## src/sv/bsfs_pkg.sv

```systemverilog
// ----------------------------------------------------------------------------
// Band scalefactor search package
// Shared constants, tables, state types and the probe request/response
// structs of the band scalefactor search block.
// ----------------------------------------------------------------------------
package bsfs_pkg;

  // Default sizes.
  localparam int MAX_BAND_DEF  = 256;
  localparam int MAX_INDEX_DEF = 8206;

  // Search constants.
  localparam int COARSE_STEPS   = 7;
  localparam int START_QUARTERS = -82;
  localparam int START_STEP     = 128;

  // The cube root of i * 2^42 always fits in this many bits.
  localparam int CBRT_BITS = 19;

  // Width of the Q1.16 scaled power table entries.
  localparam int POW_W = 17;

  // Probe request from the search control to the probe datapath.
  typedef struct packed {
    logic              start;
    logic signed [8:0] q;
  } probe_req_t;

  // Probe response: done pulses for one cycle at the end of a probe.
  typedef struct packed {
    logic        done;
    logic        ok;
    logic [63:0] sum;
  } probe_resp_t;

  // Search control states.
  typedef enum logic [3:0] {
    S_FILL,
    S_IDLE,
    S_LIM_LO,
    S_LIM_HI,
    S_LIM_SUM,
    S_COARSE_GO,
    S_COARSE_WAIT,
    S_REF3_GO,
    S_REF3_WAIT,
    S_REF1_GO,
    S_REF1_WAIT
  } search_state_t;

  // Probe datapath states, one pass per coefficient.
  typedef enum logic [3:0] {
    P_IDLE,
    P_RD,
    P_MUL,
    P_SH,
    P_L0,
    P_L1,
    P_L2,
    P_SQ,
    P_ACC
  } probe_state_t;

  // Power table fill states.
  typedef enum logic [1:0] {
    F_SQ,
    F_CUBE,
    F_WRITE,
    F_DONE
  } fill_state_t;

  // 2^(k/16) in Q1.16, rounded.
  function automatic logic [POW_W-1:0] pow16(input logic [3:0] k);
    logic [POW_W-1:0] v;
    unique case (k)
      4'd0:  v = 17'd65536;
      4'd1:  v = 17'd68438;
      4'd2:  v = 17'd71468;
      4'd3:  v = 17'd74632;
      4'd4:  v = 17'd77936;
      4'd5:  v = 17'd81386;
      4'd6:  v = 17'd84990;
      4'd7:  v = 17'd88752;
      4'd8:  v = 17'd92682;
      4'd9:  v = 17'd96785;
      4'd10: v = 17'd101070;
      4'd11: v = 17'd105545;
      4'd12: v = 17'd110218;
      4'd13: v = 17'd115098;
      4'd14: v = 17'd120194;
      4'd15: v = 17'd125515;
      default: v = 17'd65536;
    endcase
    return v;
  endfunction

endpackage

```

## src/sv/bsfs_fill.sv

```systemverilog
// ----------------------------------------------------------------------------
// Power table fill
// After reset, writes i * floor(cbrt(i * 2^42)) for every table index,
// finding each cube root one bit at a time with a square and a cube step.
// ----------------------------------------------------------------------------
module bsfs_fill #(
  parameter int MAX_INDEX = bsfs_pkg::MAX_INDEX_DEF
) (
  input  logic                               clk,
  input  logic                               rst,
  output logic                               ready,
  output logic                               we,
  output logic [$clog2(MAX_INDEX+1)-1:0]     waddr,
  output logic [31:0]                        wdata
);
  import bsfs_pkg::*;

  localparam int IXW = $clog2(MAX_INDEX + 1);
  localparam logic [IXW-1:0] LAST_IDX = IXW'(MAX_INDEX);
  localparam logic [4:0] TOP_BIT = 5'(CBRT_BITS - 1);

  fill_state_t state, state_next;

  logic [IXW-1:0]         idx;
  logic [CBRT_BITS-1:0]   root;
  logic [4:0]             bitn;
  logic [2*CBRT_BITS-1:0] sq;
  logic [CBRT_BITS-1:0]   cand;
  logic [3*CBRT_BITS-1:0] cube;
  logic [IXW+CBRT_BITS-1:0] entry;
  logic                   fits;

  // Trial root, its cube and the finished entry.
  always_comb begin
    cand  = root | (CBRT_BITS'(1) << bitn);
    cube  = sq * cand;
    fits  = {7'd0, cube} <= 64'({idx, 42'd0});
    entry = idx * root;
  end

  // State register.
  always_ff @(posedge clk) begin
    if (rst) begin
      state <= F_SQ;
    end else begin
      state <= state_next;
    end
  end

  // Next state and write port.
  always_comb begin
    state_next = state;
    we         = 1'b0;
    ready      = 1'b0;
    unique case (state)
      F_SQ: begin
        state_next = F_CUBE;
      end
      F_CUBE: begin
        state_next = (bitn == 5'd0) ? F_WRITE : F_SQ;
      end
      F_WRITE: begin
        we         = 1'b1;
        state_next = (idx == LAST_IDX) ? F_DONE : F_SQ;
      end
      F_DONE: begin
        ready = 1'b1;
      end
      default: begin
        state_next = F_SQ;
      end
    endcase
  end

  assign waddr = idx;
  assign wdata = 32'(entry);

  // Index, root and bit counters.
  always_ff @(posedge clk) begin
    if (rst) begin
      idx  <= '0;
      root <= '0;
      bitn <= TOP_BIT;
    end else begin
      unique case (state)
        F_SQ: begin
          sq <= cand * cand;
        end
        F_CUBE: begin
          if (fits) begin
            root <= cand;
          end
          if (bitn != 5'd0) begin
            bitn <= bitn - 5'd1;
          end
        end
        F_WRITE: begin
          if (idx != LAST_IDX) begin
            idx  <= idx + IXW'(1);
            root <= '0;
            bitn <= TOP_BIT;
          end
        end
        default: begin
        end
      endcase
    end
  end

endmodule

```

## config.mk

```make
export PLATFORM = sky130hd
export DESIGN_NAME = bsfs_fill
export DESIGN_NICKNAME = d
export VERILOG_FILES = /design/src/sv/bsfs_pkg.sv /design/src/sv/bsfs_fill.sv
export SDC_FILE = /design/constraint.sdc
export NUM_CORES = 2
export LEC_CHECK = 0
export BUFFER_PORTS_ARGS = -buffer_cell sky130_fd_sc_hd__buf_2
export CAP_MARGIN = 0
export CORE_MARGIN = 4
export CORE_UTILIZATION = 40
export CTS_CLUSTER_DIAMETER = 40
export CTS_CLUSTER_SIZE = 14
export DETAILED_ROUTE_END_ITERATION = 10
export GPL_ROUTABILITY_DRIVEN = 1
export SYNTH_ARGS = -nofsm -noshare
export SYNTH_HDL_FRONTEND = slang
export SYNTH_SLANG_ARGS = --single-unit
```

## constraint.sdc

```tcl
create_clock -name clk -period 13.4 [get_ports clk]
set_input_delay 2.01 -clock clk [delete_from_list [all_inputs] [get_ports clk]]
set_output_delay 2.01 -clock clk [all_outputs]
set_load 0.05 [all_outputs]
```

# == Word level (Yosys, flattened, before mapping) ==
# Index checks and enable logic that the tools add are counted.
# totals
reg_bits,78
latchBits,0
ramBits,0
mem_bits_ro,0
in_bits,2
output_inout_bits,48
word_cells,42
n_memories,0
# op_classes
n_addsub,2
mul,3
n_div,0
magnitude_cmp,1
n_eq_ne,8
n_shift,1
mux,11
bitwise_logic,2
n_reduce_logical,9
# op_table
op,n
$le A57 B56 Y1,1
$mul A38 B19 Y57,1
$mul A19 B19 Y38,1
$mux W19,2
$pmux W19 S2,1
$mul A14 B19 Y32,1
$or A19 B19 Y19,1
$shl A1 B5 Y19 const A,1
$add A14 B1 Y14 const B,1
$eq A14 B14 Y1 const B,1
$ne A14 B14 Y1 const B,1
$mux W5,2
$pmux W5 S2,1
$ne A2 B2 Y1 const B,3
$pmux W2 S3,1
$reduce_and A3 Y1,2
$logic_not A5 Y1,1
$reduce_bool A5 Y1,1
$sub A5 B1 Y5 const B,1
$eq A2 B2 Y1 const B,2
$mux W2,2
$reduce_and A2 Y1,2
$reduce_bool A3 Y1,1
$eq A2 B1 Y1 const B,1
4 further kinds,5

# == Longest topological paths before layout ==
# logic_depth
word_depth,6
ltp_mapped,47

# == Worst setup path after synthesis ==
# OpenSTA, ideal clock, no wires.
# synth_timing
kind,flip-flop to flip-flop
from,register bitn[1]
to,register root[11]
arrival_time_ns,10.180
setup_slack_ns,3.148
stages_incl_launch_ff,44
path_buffers,4
period_less_slack_ns,10.252
cell_sequence,dfxtp_1 -> inv_1 -> ha_1 -> nor2b_1 -> a21oi_1 -> inv_1 -> clkbuf_1 -> clkbuf_1 -> nand2_1 -> fa_1 -> fa_1 -> inv_1 -> fa_1 -> inv_1 -> fa_1 -> fa_1 -> fa_1 -> inv_1 -> [... 8 more ...] -> a41oi_1 -> o21ai_0 -> a21oi_1 -> xnor2_1 -> ha_1 -> nand4b_1 -> nor4_1 -> o211ai_1 -> a2111oi_0 -> nand4_1 -> nor4_1 -> nand4b_1 -> or4_1 -> or4_1 -> a22oi_1 -> buf_6 -> buf_12 -> mux2i_1
# synth_between
elab_chain_len,6
word_cells_on_any_way,8
cone_classes,mul: 1; order compare: 1; eq/ne: 1; shift: 1; mux: 2; bitwise: 1; reduce/logical: 1
# synth_lines
element,line,rtl
from (decl),bsfs_fill.sv:26,logic [4:0] bitn;
from (signal assigned),bsfs_fill.sv:94,bitn <= bitn - 5'd1;
$shl A1 B5 Y19 *,bsfs_fill.sv:35,cand = root | (CBRT_BITS'(1) << bitn);
$or A19 B19 Y19 *,bsfs_fill.sv:35,
$mul A38 B19 Y57,bsfs_fill.sv:36,cube = sq * cand;
$le A57 B56 Y1,bsfs_fill.sv:37,"fits = {7'd0, cube} <= 64'({idx, 42'd0});"
$ne A2 B2 Y1 (no line),n/a,
$reduce_and A3 Y1 (no line),n/a,
to (signal assigned),bsfs_fill.sv:91,root <= cand;
to (decl),bsfs_fill.sv:25,logic [CBRT_BITS-1:0] root;
# Mark *: on every way between the ends. The rest lies on a longest branch, timed or not. The select of a mux whose other input is x is not followed.
# A chain may end at the register's enable or synchronous reset.

# == Final worst setup path ==
# layout_timing
from,register bitn[4]
to,register root[9]
# The elaborated chain is that of the path after synthesis.

==> run metrics <==
Slew HR=between 10% and 20%; DRC violations left=0; Synth-to-Final Area Change=4.75%; R2R Setup Slk=around 0.84 ns; largest net degree at the start of global routing=43; Die H=approximately 340 um; Crit. End Element=register; Hold WC Path Type=register to register; slowest cell on the critical path=inv_1; Reg clk slew, reported paths=approximately 0.07 ns; max-cap violations=0; # port buffers=49; crit path launch type=register; Hold EP=waddr[0]; detailed placer's ending HPWL=92400 um; YS warnings=0; mux share of post-synthesis cell area=less than 1%; DR vias/cell=5.23; Post-CTS Setup Inserts=0; CP required=13.72 ns; pins over their slew limit=0; worst hold stages=2; worst slew pin tran=1.25 ns; most common cell after layout, fill and taps aside=fa_1; maximum vdd drop=0.0529 mV; vias in the first global route=approximately 34000; Seq/Total Area, Yosys=4.42%; Tmin final=approximately 13 ns; main flop type after synthesis=dfxtp_1; async set-reset flop share out of synthesis=0%; vias=between 30000 and 40000; CP most frequent cell=fa_1; initial antenna violation count=2; Worst path max stage delay=~0.9 ns; endpoints failing setup=0; Synth Area in XOR/XNOR=approximately 2.4%; gr ovfl total=0; largest family of logic cells by synthesized area=adder cells; period utilization=93.7%; # IOs=50; Worst Reg-to-Reg Cells=40; kind of critical path=register to register; layout cells sized above 1=under 10%; Post-Synth Adder-Cell Area=60.1%; most frequent cells in the layout=1048 x fa_1, 925 x inv_1, 799 x nand2_1; post-cts gate resize count=0; Core Util, Final=between 40 and 50%; Post-synth EDFFs=37; row cnt=120; first-pass GRT wire length=191000 um; CP max FO=27; TritonCTS Buffers=9; Mapped Avg Cell Area=approximately 9.1 um2; complex-gate fraction of the synthesized area=between 6 and 7%; Power Density=25.1 nW/um2; Avg WL per Cell=19.1 um; maximum clock insertion buffer count=2; core area=107000 um2; DRT Pass-1 Iters=7; flops & latches, synth=77; Die X=around 340 um; placer congestion estimate=~0.90; status=finished, final reports clean; CTS tree=built; min-delay src=waddr[0]; area of the die=around 110000 um2; Post-Synth Simple-Gate Area=around 16%; Mapped Area=43200 um2; total wire length=roughly 120000 um; WP data arrival=around 13 ns; Leak=approximately 20 nW; Worst R2R Start=bitn[4]; final hold viol count=0; GRT Util Overall=around 21%; clock sink count=77; Mapped Cells=4748; CTS hold repair buffers=0; Initial Utilization=around two fifths; TNS Setup=0 ns; synth unique cells=82; H-tree Lvls=3; r2r endpoint=root[9]; Clk Latency, worst-skew pair=0.39 ns; Routed Antenna Nets=0; First DRT Iteration DRCs=approximately 2100; Peak Freq=approximately 0.080 GHz; final net count=around 6000; clock root buffer=clkbuf_16; clk_skew=around 0.016 ns; RSZ-0062 raised after global routing=false
cell families after synthesis:
| group | Yosys count |
|---|---|
| AO/OA/AOI/OAI | 405 |
| XOR/XNOR | 116 |
| adder cells (fa/ha/maj) | 1447 |
| buffers and inverters | 1175 |
| flip-flops | 77 |
| multiplexers | 23 |
| other | 1 |
| AND/OR/NAND/NOR | 1504 |
how the worst max path moves through the flow:
stage,start,to,slack [ns],cells after the start
floorplan,bitn[1],root[11],3.15,43
global placement,bitn[4],root[11],1.46,40
detailed placement,bitn[4],root[9],1.15,40
CTS,bitn[4],root[6],0.98,40
global route,bitn[4],root[5],0.11,38
finish,bitn[4],root[9],0.84,40
registers in the layout, indices dropped and copies added (netlist names):
register / count
bitn: 5
root: 19
sq: 37
state: 2
waddr: 14
report_power, final:
group,switching (W),internal (W)
Combinational,0.000369,0.000225
Sequential,0.0000352,0.000255
Clock,0.000121,0.000131
metrics by stage:
stage	hold WS, ns	setup slack [ns]	total power [W]	cells	cell area, um2
6_report	0.565	0.842	0.00114	6066	45300
3_5_place_dp	0.553	1.15	0.000880	6049	45000
4_1_cts	0.565	0.981	0.00114	6065	45300
3_3_place_gp	0.542	1.46	0.000875	6049	45000
5_1_grt	0.592	0.106	0.00122	6066	45300
2_1_floorplan	0.492	3.15	0.000686	4755	43300
final cells by class:
type	count	area (um2)
clock buffer	11	243
tap	1403	1760
inverter	934	3510
antenna	1	2.50
clock inverter	5	33.8
multi-input combinational	3503	36900
fill	10600	61900
timing repair buffer	132	881
sequential	77	1910
critical path: cells and delay by family, from the launching register on:
| family | cells | cell delay [ns] |
|---|---|---|
| AO/OA/AOI/OAI | 13 | 2.94 |
| XOR/XNOR | 1 | 0.14 |
| flip-flops | 1 | 0.43 |
| multiplexers | 1 | 0.23 |
| buffers and inverters | 7 | 1.84 |
| adder cells (fa/ha/maj) | 8 | 3.88 |
| AND/OR/NAND/NOR | 10 | 3.00 |
synthesized netlist by cell type, drive strengths merged, types with 7 or more instances:
| master | instances | area, um2 |
|---|---|---|
| mux2i | 23 | 230 |
| o31ai | 8 | 65.1 |
| nor3 | 17 | 85.1 |
| dfxtp | 40 | 801 |
| clkbuf | 200 | 751 |
| o211ai | 7 | 57.6 |
| nand3 | 33 | 165 |
| a31oi | 22 | 174 |
| xor2 | 33 | 289 |
| nand2b | 29 | 181 |
| nor2b | 18 | 113 |
| o21bai | 14 | 105 |
| nand4 | 20 | 125 |
| a211oi | 9 | 67.6 |
| nor2 | 207 | 780 |
| a21oi | 106 | 538 |
| o21ai | 67 | 335 |
| buf | 41 | 204 |
| or3 | 10 | 62.6 |
| or4 | 7 | 52.6 |
| a31o | 8 | 70.1 |
| nand2 | 799 | 3000 |
| a21o | 81 | 608 |
| o21a | 31 | 233 |
| ha | 399 | 4990 |
| fa | 1048 | 21000 |
| edfxtp | 37 | 1110 |
| and3 | 17 | 106 |
| xnor2 | 83 | 727 |
| and2 | 321 | 2010 |
| inv | 929 | 3490 |
per-layer routing:
layer	global-route usage, %	up-vias	wire (um)
met5	0	-	0
met4	6.57	0	3750
met3	2.78	184	7310
met2	36.0	975	56000
met1	29.2	16500	49000
li1	-	14100	-
No activity file was read; power rests on OpenSTA's default activity.
